--- src/sv/jsu_pkg.sv ---
// Package with the shared types, character codes and helpers of the JSON string unescaper.
package jsu_pkg;

    typedef enum logic [1:0] {
        MODE_NORMAL  = 2'd0,
        MODE_ESCAPE  = 2'd1,
        MODE_UNICODE = 2'd2
    } parse_mode_t;

    localparam logic [7:0] CH_QUOTE     = 8'h22;
    localparam logic [7:0] CH_BACKSLASH = 8'h5C;
    localparam logic [7:0] CH_LOWER_U   = 8'h75;
    localparam logic [7:0] CH_LOWER_N   = 8'h6E;
    localparam logic [7:0] CH_LOWER_R   = 8'h72;
    localparam logic [7:0] CH_LOWER_T   = 8'h74;
    localparam logic [7:0] CH_LF        = 8'h0A;
    localparam logic [7:0] CH_CR        = 8'h0D;
    localparam logic [7:0] CH_TAB       = 8'h09;

    localparam logic [15:0] UTF8_MAX_ONE = 16'h007F;
    localparam logic [15:0] UTF8_MAX_TWO = 16'h07FF;
    localparam logic [7:0]  UTF8_LEAD2   = 8'hC0;
    localparam logic [7:0]  UTF8_LEAD3   = 8'hE0;
    localparam logic [7:0]  UTF8_CONT    = 8'h80;
    localparam logic [5:0]  UTF8_MASK6   = 6'h3F;

    localparam logic [1:0] LAST_HEX_BYTE = 2'd3;

    typedef struct packed {
        parse_mode_t mode;
        logic [1:0]  hex_count;
        logic [15:0] code_accum;
        logic        prefix_ended;
        logic        digit_seen;
    } parse_state_t;

    // All results caused by one input byte; count is zero when it causes none.
    typedef struct packed {
        logic [1:0]      count;
        logic            byte_valid;
        logic            string_end;
        logic            bad_escape;
        logic [2:0][7:0] bytes;
    } result_group_t;

    typedef struct packed {
        logic       ok;
        logic [3:0] value;
    } hex_digit_t;

    function automatic hex_digit_t hex_decode(input logic [7:0] c);
        hex_digit_t h;
        h.ok    = 1'b0;
        h.value = 4'd0;
        if (c >= 8'h30 && c <= 8'h39)
        begin
            h.ok    = 1'b1;
            h.value = 4'(c - 8'h30);
        end
        else if (c >= 8'h61 && c <= 8'h66)
        begin
            h.ok    = 1'b1;
            h.value = 4'(c - 8'h57);
        end
        else if (c >= 8'h41 && c <= 8'h46)
        begin
            h.ok    = 1'b1;
            h.value = 4'(c - 8'h37);
        end
        return h;
    endfunction

endpackage

--- src/sv/jsu_if.sv ---
// Stream interfaces for the raw string bytes and for the decoded results.
interface jsu_in_if;
    logic       valid;
    logic       ready;
    logic [7:0] in_byte;

    modport source (output valid, output in_byte, input ready);
    modport sink   (input valid, input in_byte, output ready);
endinterface

interface jsu_out_if;
    logic       valid;
    logic       ready;
    logic [7:0] out_byte;
    logic       byte_valid;
    logic       string_end;
    logic       bad_escape;
    logic       last;

    modport source (output valid, output out_byte, output byte_valid, output string_end,
                    output bad_escape, output last, input ready);
    modport sink   (input valid, input out_byte, input byte_valid, input string_end,
                    input bad_escape, input last, output ready);
endinterface

--- src/sv/jsu_decode.sv ---
// Combinational escape parser: next parser state and the result group for one byte.
module jsu_decode
    import jsu_pkg::*;
(
    input  parse_state_t  state,
    input  logic [7:0]    in_byte,
    output parse_state_t  state_next,
    output result_group_t group
);

    hex_digit_t  hex;
    parse_state_t upd;
    logic [15:0] cp;

    always_comb
    begin
        hex        = hex_decode(in_byte);
        upd        = state;
        cp         = 16'd0;
        state_next = state;
        group      = '0;

        unique case (state.mode)
            MODE_ESCAPE:
            begin
                if (in_byte == CH_LOWER_U)
                begin
                    state_next = '0;
                    state_next.mode = MODE_UNICODE;
                end
                else
                begin
                    state_next.mode     = MODE_NORMAL;
                    group.count         = 2'd1;
                    group.byte_valid    = 1'b1;
                    case (in_byte)
                        CH_LOWER_N: group.bytes[0] = CH_LF;
                        CH_LOWER_R: group.bytes[0] = CH_CR;
                        CH_LOWER_T: group.bytes[0] = CH_TAB;
                        default:    group.bytes[0] = in_byte;
                    endcase
                end
            end

            MODE_UNICODE:
            begin
                // Hex digits count only until the first non-hex byte.
                if (!state.prefix_ended && hex.ok)
                begin
                    upd.code_accum = {state.code_accum[11:0], hex.value};
                    upd.digit_seen = 1'b1;
                end
                else
                begin
                    upd.prefix_ended = 1'b1;
                end

                if (state.hex_count != LAST_HEX_BYTE)
                begin
                    state_next           = upd;
                    state_next.hex_count = state.hex_count + 2'd1;
                end
                else
                begin
                    state_next = '0;
                    cp         = upd.code_accum;
                    if (!upd.digit_seen)
                    begin
                        group.count      = 2'd1;
                        group.bad_escape = 1'b1;
                    end
                    else if (cp <= UTF8_MAX_ONE)
                    begin
                        group.count      = 2'd1;
                        group.byte_valid = 1'b1;
                        group.bytes[0]   = cp[7:0];
                    end
                    else if (cp <= UTF8_MAX_TWO)
                    begin
                        group.count      = 2'd2;
                        group.byte_valid = 1'b1;
                        group.bytes[0]   = UTF8_LEAD2 | {3'd0, cp[10:6]};
                        group.bytes[1]   = UTF8_CONT | {2'd0, cp[5:0] & UTF8_MASK6};
                    end
                    else
                    begin
                        group.count      = 2'd3;
                        group.byte_valid = 1'b1;
                        group.bytes[0]   = UTF8_LEAD3 | {4'd0, cp[15:12]};
                        group.bytes[1]   = UTF8_CONT | {2'd0, cp[11:6] & UTF8_MASK6};
                        group.bytes[2]   = UTF8_CONT | {2'd0, cp[5:0] & UTF8_MASK6};
                    end
                end
            end

            default:
            begin
                state_next.mode = MODE_NORMAL;
                if (in_byte == CH_BACKSLASH)
                begin
                    state_next.mode = MODE_ESCAPE;
                end
                else if (in_byte == CH_QUOTE)
                begin
                    group.count      = 2'd1;
                    group.string_end = 1'b1;
                end
                else
                begin
                    group.count      = 2'd1;
                    group.byte_valid = 1'b1;
                    group.bytes[0]   = in_byte;
                end
            end
        endcase
    end

endmodule

--- src/sv/json_string_unescape_utf8_core.sv ---
// JSON string body unescaper: registered input byte, escape parser and UTF-8 result sequencer.
// Takes one string-body byte per transaction and returns its decoded results, one per cycle
// while the output is ready, with last marking the final result of each byte. A byte passes
// from the input register through the parser into the result register, and a new byte can
// be taken every cycle while the input side does not wait. The result register sends its group
// one result per cycle while the output is ready: a \u escape that encodes to two or three
// UTF-8 bytes occupies the output until all of them are sent. The input side waits when the
// byte in the input register causes a result while the result register still holds a group
// that is not done, either because the output is stalled or because a multi-byte group is
// still being sent. Bytes that cause no result (a backslash, the u of a \u escape and the
// first three bytes after it) never wait for the output.
module json_string_unescape_utf8_core
    import jsu_pkg::*;
(
    input logic            clk,
    input logic            rst_n,
    jsu_in_if.sink         raw,
    jsu_out_if.source      decoded
);

    logic          in_valid_reg;
    logic [7:0]    in_byte_reg;
    parse_state_t  state_reg;
    parse_state_t  state_next;
    result_group_t dec_group;
    logic          grp_valid_reg;
    result_group_t grp_reg;
    logic [1:0]    idx_reg;

    logic in_fire;
    logic out_fire;
    logic out_last;
    logic grp_free;
    logic consume;

    jsu_decode u_decode
    (
        .state      (state_reg),
        .in_byte    (in_byte_reg),
        .state_next (state_next),
        .group      (dec_group)
    );

    assign out_last = (idx_reg == grp_reg.count - 2'd1);
    assign out_fire = decoded.valid && decoded.ready;
    assign grp_free = !grp_valid_reg || (out_fire && out_last);
    assign consume  = in_valid_reg && ((dec_group.count == 2'd0) || grp_free);
    assign raw.ready = !in_valid_reg || consume;
    assign in_fire  = raw.valid && raw.ready;

    assign decoded.valid      = grp_valid_reg;
    assign decoded.out_byte   = grp_reg.bytes[idx_reg];
    assign decoded.byte_valid = grp_reg.byte_valid;
    assign decoded.string_end = grp_reg.string_end;
    assign decoded.bad_escape = grp_reg.bad_escape;
    assign decoded.last       = out_last;

    always_ff @(posedge clk or negedge rst_n)
    begin
        if (!rst_n)
        begin
            in_valid_reg  <= 1'b0;
            state_reg     <= '0;
            grp_valid_reg <= 1'b0;
            idx_reg       <= 2'd0;
        end
        else
        begin
            if (in_fire)
            begin
                in_valid_reg <= 1'b1;
            end
            else if (consume)
            begin
                in_valid_reg <= 1'b0;
            end

            if (consume)
            begin
                state_reg <= state_next;
            end

            if (consume && dec_group.count != 2'd0)
            begin
                grp_valid_reg <= 1'b1;
                idx_reg       <= 2'd0;
            end
            else if (out_fire)
            begin
                if (out_last)
                begin
                    grp_valid_reg <= 1'b0;
                    idx_reg       <= 2'd0;
                end
                else
                begin
                    idx_reg <= idx_reg + 2'd1;
                end
            end
        end
    end

    always_ff @(posedge clk)
    begin
        if (in_fire)
        begin
            in_byte_reg <= raw.in_byte;
        end
        if (consume && dec_group.count != 2'd0)
        begin
            grp_reg <= dec_group;
        end
    end

    // A held group always has a result left to send.
    a_group_nonempty: assert property (@(posedge clk) disable iff (!rst_n)
        grp_valid_reg |-> (grp_reg.count != 2'd0) && (idx_reg < grp_reg.count))
        else $error("result group held with no result left");

    // A result that is not the last of its group is followed by the next one.
    a_beat_advance: assert property (@(posedge clk) disable iff (!rst_n)
        (out_fire && !out_last) |=> grp_valid_reg && (idx_reg == $past(idx_reg) + 2'd1))
        else $error("result sequence did not advance");

    // End-of-string and bad-escape results stand alone and carry no byte.
    a_flag_single: assert property (@(posedge clk) disable iff (!rst_n)
        (decoded.valid && (decoded.string_end || decoded.bad_escape))
            |-> decoded.last && !decoded.byte_valid)
        else $error("flag result not a single result");

    // The parser never steps while a group it would replace is still being sent.
    a_no_overwrite: assert property (@(posedge clk) disable iff (!rst_n)
        (consume && dec_group.count != 2'd0) |-> grp_free)
        else $error("result group overwritten");

endmodule

--- src/flat_wrapper.sv ---
// flat-port wrapper written by rule: the top's interface ports become plain ports
module json_string_unescape_utf8_core_flat import jsu_pkg::*;
  (clk, rst_n, raw_valid, raw_in_byte, raw_ready, decoded_valid, decoded_out_byte, decoded_byte_valid, decoded_string_end, decoded_bad_escape, decoded_last, decoded_ready);
  jsu_in_if raw_i ();
  jsu_out_if decoded_i ();
  input logic clk;
  input logic rst_n;
  input wire logic [$bits(raw_i.valid)-1:0] raw_valid;
  input wire logic [$bits(raw_i.in_byte)-1:0] raw_in_byte;
  output wire logic [$bits(raw_i.ready)-1:0] raw_ready;
  output wire logic [$bits(decoded_i.valid)-1:0] decoded_valid;
  output wire logic [$bits(decoded_i.out_byte)-1:0] decoded_out_byte;
  output wire logic [$bits(decoded_i.byte_valid)-1:0] decoded_byte_valid;
  output wire logic [$bits(decoded_i.string_end)-1:0] decoded_string_end;
  output wire logic [$bits(decoded_i.bad_escape)-1:0] decoded_bad_escape;
  output wire logic [$bits(decoded_i.last)-1:0] decoded_last;
  input wire logic [$bits(decoded_i.ready)-1:0] decoded_ready;
  assign raw_i.valid = raw_valid;
  assign raw_i.in_byte = raw_in_byte;
  assign raw_ready = raw_i.ready;
  assign decoded_valid = decoded_i.valid;
  assign decoded_out_byte = decoded_i.out_byte;
  assign decoded_byte_valid = decoded_i.byte_valid;
  assign decoded_string_end = decoded_i.string_end;
  assign decoded_bad_escape = decoded_i.bad_escape;
  assign decoded_last = decoded_i.last;
  assign decoded_i.ready = decoded_ready;
  json_string_unescape_utf8_core u_core (.clk(clk), .rst_n(rst_n), .raw(raw_i), .decoded(decoded_i));
endmodule
--- config.mk ---
export PLATFORM = sky130hd
export DESIGN_NAME = json_string_unescape_utf8_core_flat
export DESIGN_NICKNAME = d
export VERILOG_FILES = /design/src/sv/jsu_pkg.sv /design/src/sv/jsu_if.sv /design/src/sv/jsu_decode.sv /design/src/sv/json_string_unescape_utf8_core.sv /design/src/flat_wrapper.sv
export SDC_FILE = /design/constraint.sdc
export NUM_CORES = 1
export LEC_CHECK = 0
export BUFFER_PORTS_ARGS = -buffer_cell sky130_fd_sc_hd__buf_2
export CAP_MARGIN = 15
export CORE_ASPECT_RATIO = 0.6
export CORE_UTILIZATION = 50
export CTS_BUF_LIST = sky130_fd_sc_hd__clkbuf_16
export CTS_CLUSTER_DIAMETER = 50
export DETAILED_ROUTE_END_ITERATION = 12
export GPL_TIMING_DRIVEN = 1
export PLACE_DENSITY = 0.68
export RECOVER_POWER = 100
export SYNTH_ARGS = -nofsm -noshare
export SYNTH_HDL_FRONTEND = slang
export SYNTH_HIERARCHICAL = 1
export SYNTH_SLANG_ARGS = --single-unit
--- constraint.sdc ---
create_clock -name clk -period 5.1 [get_ports clk]
set_clock_uncertainty 0.15 [all_clocks]
set_input_delay 0.765 -clock clk [delete_from_list [all_inputs] [get_ports clk]]
set_output_delay 0.765 -clock clk [all_outputs]
set_load 0.005 [all_outputs]
After elaboration in Yosys (flattened, before gate mapping)
Index checks and enable logic that the tools add are counted.
{"block": "word_totals", "register_bits": 63, "inputBits": 12, "output_inout_bits": 14}
{"block": "op_classes", "n_addsub": 6, "n_lt_le_gt_ge": 9, "eq_ne": 13, "muxes": 45, "bitwise": 2, "n_reduce_logical": 29}
{"cell": "$mux 8", "count": 8}
{"cell": "$eq 8x7->1 const B", "count": 5}
{"cell": "$pmux 20 s2", "count": 1}
{"cell": "$mux 16", "count": 2}
{"cell": "$pmux 8 s3", "count": 1}
{"cell": "$mux 22", "count": 1}
{"cell": "$mux 20", "count": 1}
{"cell": "$bmux 8 s2", "count": 1}
{"cell": "$ge 8x7->1 const B", "count": 2}
{"cell": "$le 16x11->1 const B", "count": 1}
{"cell": "$le 16x7->1 const B", "count": 1}
{"cell": "$le 8x7->1 const B", "count": 2}
{"cell": "$pmux 8 s2", "count": 1}
{"cell": "$mux 5", "count": 3}
{"cell": "$mux 14", "count": 1}
{"cell": "$mux 2", "count": 7}
{"cell": "$mux 1", "count": 13}
{"cell": "$reduce_bool 2->1", "count": 5}
{"cell": "$logic_and 1x1->1", "count": 9}
{"cell": "$mux 3", "count": 3}
{"cell": "$eq 8x6->1 const B", "count": 1}
{"cell": "$ge 8x6->1 const B", "count": 1}
{"cell": "$le 8x6->1 const B", "count": 1}
{"cell": "$sub 4x3->4 const B", "count": 2}
{"cell": "22 further kinds", "count": 31}

Longest topological paths before layout
{"block": "depth", "ltp_word": 20, "mapped_depth": 13}

Hierarchy
Netlist, hierarchy kept.
{"mod": "json_string_unescape_utf8_core", "n_inst": 1, "cells_per_inst": 143, "area_per_inst_um2": 2357.3, "seq_area_each_um2": 1761.7}
{"mod": "jsu_decode", "n_inst": 1, "cells_per_inst": 254, "area_per_inst_um2": 1778.0, "seq_area_each_um2": 0.0}

Worst setup path before layout
Ideal clock, no wire load.
{"block": "synth_timing", "path_type": "register -> register", "startpoint": "register u_core.in_byte_reg[0]", "endpoint": "register u_core.grp_reg, in the netlist u_core/decoded.bad_escape (enable)", "setup_time_ns": 0.428, "arrival_ns": 3.672, "path_slack_ns": 0.849, "path_stages_with_launch": 13, "cell_sequence": "edfxtp_1 -> inv_1 -> ha_1 -> nor3b_2 -> o21ba_2 -> buf_2 -> nor3_4 -> buf_6 -> o21ai_1 -> nor2_1 -> or2_2 -> nand2_1 -> a21oi_1"}
{"item": "start, declared", "line_no": "json_string_unescape_utf8_core.sv:22", "rtl": "logic [7:0] in_byte_reg;"}
{"item": "start signal, assigned", "line_no": "json_string_unescape_utf8_core.sv:107", "rtl": "in_byte_reg <= raw.in_byte;"}
{"item": "end signal, assigned", "line_no": "json_string_unescape_utf8_core.sv:111", "rtl": "grp_reg <= dec_group;"}
{"item": "end, declared", "line_no": "json_string_unescape_utf8_core.sv:27", "rtl": "result_group_t grp_reg;"}

==> flow_results.org <==
** Clock network
- Number of sinks driven by the clock tree :: 63
- Setup repair bufs after CTS :: 0
- Post-CTS repair changed the size of 0 cells.
- Clock-pin slew was measured on the worst setup and hold paths at approximately 0.060 ns.
- Buffers inserted to repair hold after CTS numbered 0.
- No sink is reached through more buffers than the 2 on the longest clock path.
- Worst-skew pair later-pin latency :: approximately 0.33 ns
- H-tree levels :: 3
- Clock tree root buffer cell :: clkbuf_16
- Counting the buffers created by CTS gives 9.
- CTS tree :: yes

** Global routing
- For this run the aggregate overflow at the end of global routing stands at 0.
- The first global-routing pass estimated approximately 17 mm of wire.
- Entering global routing, the biggest net connects 32 pins.
- The via count of the first global-routing pass is between 3000 and 4000.
- Antenna violations before repair :: 0
- Across every metal layer, demand over resource in global routing totals 0.269.

** Setup path
- The worst setup path is captured at a primary output.
- The signal on the critical path passes through inv_1 -> ha_1 -> nor3b_1 -> o21ba_2 -> nor3_1 -> o21ai_0 -> nor2_1 -> or2_2 -> nand4_1 -> buf_1.
- The slowest stage of the critical path belongs to the cell o21ai_0.
- In this run the worst path has a maximum fanout of 8.
- At the worst endpoint, the required time is 4.18 ns.
- Data arrives at the worst endpoint at 3.67 ns.
- Counting cells, the worst reg-to-reg path comes to 10.
- The worst register-to-register path ends at u_core/state_reg[21].
- Startpoint class of the critical path :: flop
- Setup CP Type :: flop to primary output
- Startpoint of the most critical register-to-register path :: u_core/in_byte_reg[0]
- Worst reg2reg setup slack :: 0.73 ns
- In this design, the stage delay of the slowest critical-path cell is around 0.85 ns.

** Synth
- Number of flops mapped to enable cells by yosys :: 37
- Cells after Synth :: around 400
- Post-synth ARST share :: 0.413
- For this run, the register share of the synthesized area comes to 0.426.
- The mapped netlist covers between 4000 and 5000 um2.
- Library cells used by synthesis :: between 70 and 80
- Total of flip-flops plus latches after synthesis :: 63
- For this run, the leading register cell type out of synthesis is edfxtp_1.
- Average cell area after synthesis :: roughly 10 um2
- Number of warning messages in the yosys log :: 6

** Timing
- The final number of max-transition violations was 0.
- Hold Vio Cnt, Final :: 0
- Final critical delay including setup and external delays :: roughly 4.6 ns
- Derived from the worst setup path, the maximum achievable clock frequency is ~220 MHz.
- Setup repair after global routing left no endpoint under its margin.
- Setup total negative slack on the finished layout was measured at 0 ns.
- On the final layout, the worst hold slack is around 0.37 ns.
- Setup violations remaining at the end of the flow were counted as 0.
- Max-slew headroom at the worst pin :: 0.0379
- In the finished design, the share of the clock period the worst path needs comes to 0.898.
- Slew at the pin closest to its max-slew limit :: around 1.4 ns

** Outcome
- Outcome :: complete, no violations

** Finish
- Post-route standard cell area excluding fillers :: about 4500 um2
- Relative area change from synthesis to final layout :: 9.29%
- The register with the most flip-flops in the layout has 26 of them.
- Of the cells placed in the final design, the portion with a size suffix greater than 1 is 0.129.
- In the final design database the tool counted approximately 430 nets.
- The filler cells instantiated in the layout total a little over 700.
- Antenna Diode Count :: 0
- Leading cell type in the layout, fill and taps excluded :: nand2_1
- Leading cell types in the layout, fill and taps excluded :: nand2_1, edfxtp_1, o21ai_0, dfrtp_1, mux2_1

** Detailed routing
- In the routed design, unresolved DRC markers number 0.
- Via count :: approximately 3500
- Starting DRT DRC Count :: ~500
- Overall routed net length :: between 10 and 15 mm
- Total iterations of the first detailed-routing run :: 6
- The detail route stage leaves a number of antenna-violating nets equal to 0.
- Via-to-Cell Ratio :: around 6.6
- After detailed routing, the average wire length per cell comes to 21.1 um.

** Power and ir drop
- Across the VDD grid, the largest voltage drop is 0.212 mV.
- For this design the ratio of total power to cell area is 409 nW/um2.
- In this run the static leakage power is 0.00166 uW.

** Floorplanning
- The die is between 70 and 80 um tall.
- For this configuration, the core starts out at a cell density of 0.520.
- 26 I/O pins were placed.
- FP Rows :: 25
- Die Outline Area :: just under 9000 um2
- Die outline width :: around 120 um
- Core area :: slightly below 8000 um2

** Placed design
- Placer's final routability congestion estimate :: a little over 1
- The count of buffers added on input and output ports is 25.
- Detailed placement finished with a half-perimeter wire length of 8.05 mm.
- Post-Place Cell Area :: ~4300 um2

** Min path
- Along the worst hold path, the cell count comes to 2.
- The worst hold path begins at u_core/in_valid_reg.
- The worst hold path terminates at u_core/decoded.valid.
- Class of the tightest hold or removal check :: flop to flop

** Run
- Max cap viols :: 0
==> synth_stat cells (10+ instances only) <==
library cell  instances  area (um2)
mux2_1               20         225
dfrtp_1              26         651
nand2_1              40         150
nor2_1               19        71.3
inv_1                13        48.8
a31oi_1              10        62.6
o21ai_0              27         135
a22o_1               13         114
mux2i_1              14         140
a21oi_1              18        90.1
edfxtp_1             37        1110
==> per-layer routing <==
layer | GRT usage | wire length (um) | vias to the layer above
li1 | - | - | 1567
met1 | 0.410 | 5300 | 1665
met2 | 0.353 | 4230 | 205
met3 | 0.0896 | 1360 | 32
met4 | 0.0792 | 253 | 0
met5 | 0.0341 | 0 | -
==> per-stage QoR <==
step | util | worst slack, ns | instances | total power, uW
3_3_place_gp | 0.537 | 1.34 | 511 | 1250
5_1_grt | 0.569 | 0.451 | 527 | 1940
3_5_place_dp | 0.537 | 1.30 | 511 | 1260
2_1_floorplan | - | 0.849 | 398 | 1120
6_report | 0.569 | 0.519 | 527 | 1850
4_1_cts | 0.576 | 0.938 | 527 | 1880
==> final cells by class <==
class                   count  area [um2]  area share
multi-input cells         299        2140       0.473
flip-flops and latches     63        1760       0.390
clock buffers              10         250      0.0554
well taps                 108         135      0.0299
repair buffers             28         129      0.0285
clock inverters             6        57.6      0.0127
inverters                  13        48.8      0.0108
==> report_power, final <==
group | total, uW | switching, uW | internal (uW)
Combinational | 473 | 293 | 180
Sequential | 754 | 91.9 | 662
Clock | 623 | 219 | 404
Total | 1850 | 603 | 1250
==> worst max-delay path by stage <==
| stage | depth (start not counted) | slack, ns | endpoint | startpoint |
|---|---|---|---|---|
| 3_3_place_gp | 11 | 1.34 | raw_ready | u_core/in_byte_reg[0] |
| 5_1_grt | 10 | 0.45 | raw_ready | u_core/in_byte_reg[1] |
| 2_1_floorplan | 12 | 0.85 | u_core/decoded.bad_escape | u_core/in_byte_reg[0] |
| 6_report | 10 | 0.52 | raw_ready | u_core/in_byte_reg[0] |
| 4_1_cts | 11 | 0.94 | raw_ready | u_core/in_byte_reg[0] |
| 3_5_place_dp | 11 | 1.30 | raw_ready | u_core/in_byte_reg[0] |
==> logic make-up after synthesis <==
kind of cell / synth area share
xor gates and xnor gates: 0.00424
adders and majority gates: 0.0242
buffers and inverters: 0.0493
and+or+nand+nor: 0.167
muxes: 0.111
other: 0.000907
DFF: 0.426
AOI/OAI and AO/OA: 0.218
==> worst max-delay path: cells and delay by family, from the launching register on <==
kind                       cells  cell delay [ns]
AOI/OAI and AO/OA              2             1.14
DFF                            1             0.49
and+or+nand+nor                5             1.19
adders and majority gates      1             0.19
buffers and inverters          2             0.31
(Power assumes the default switching activity.)
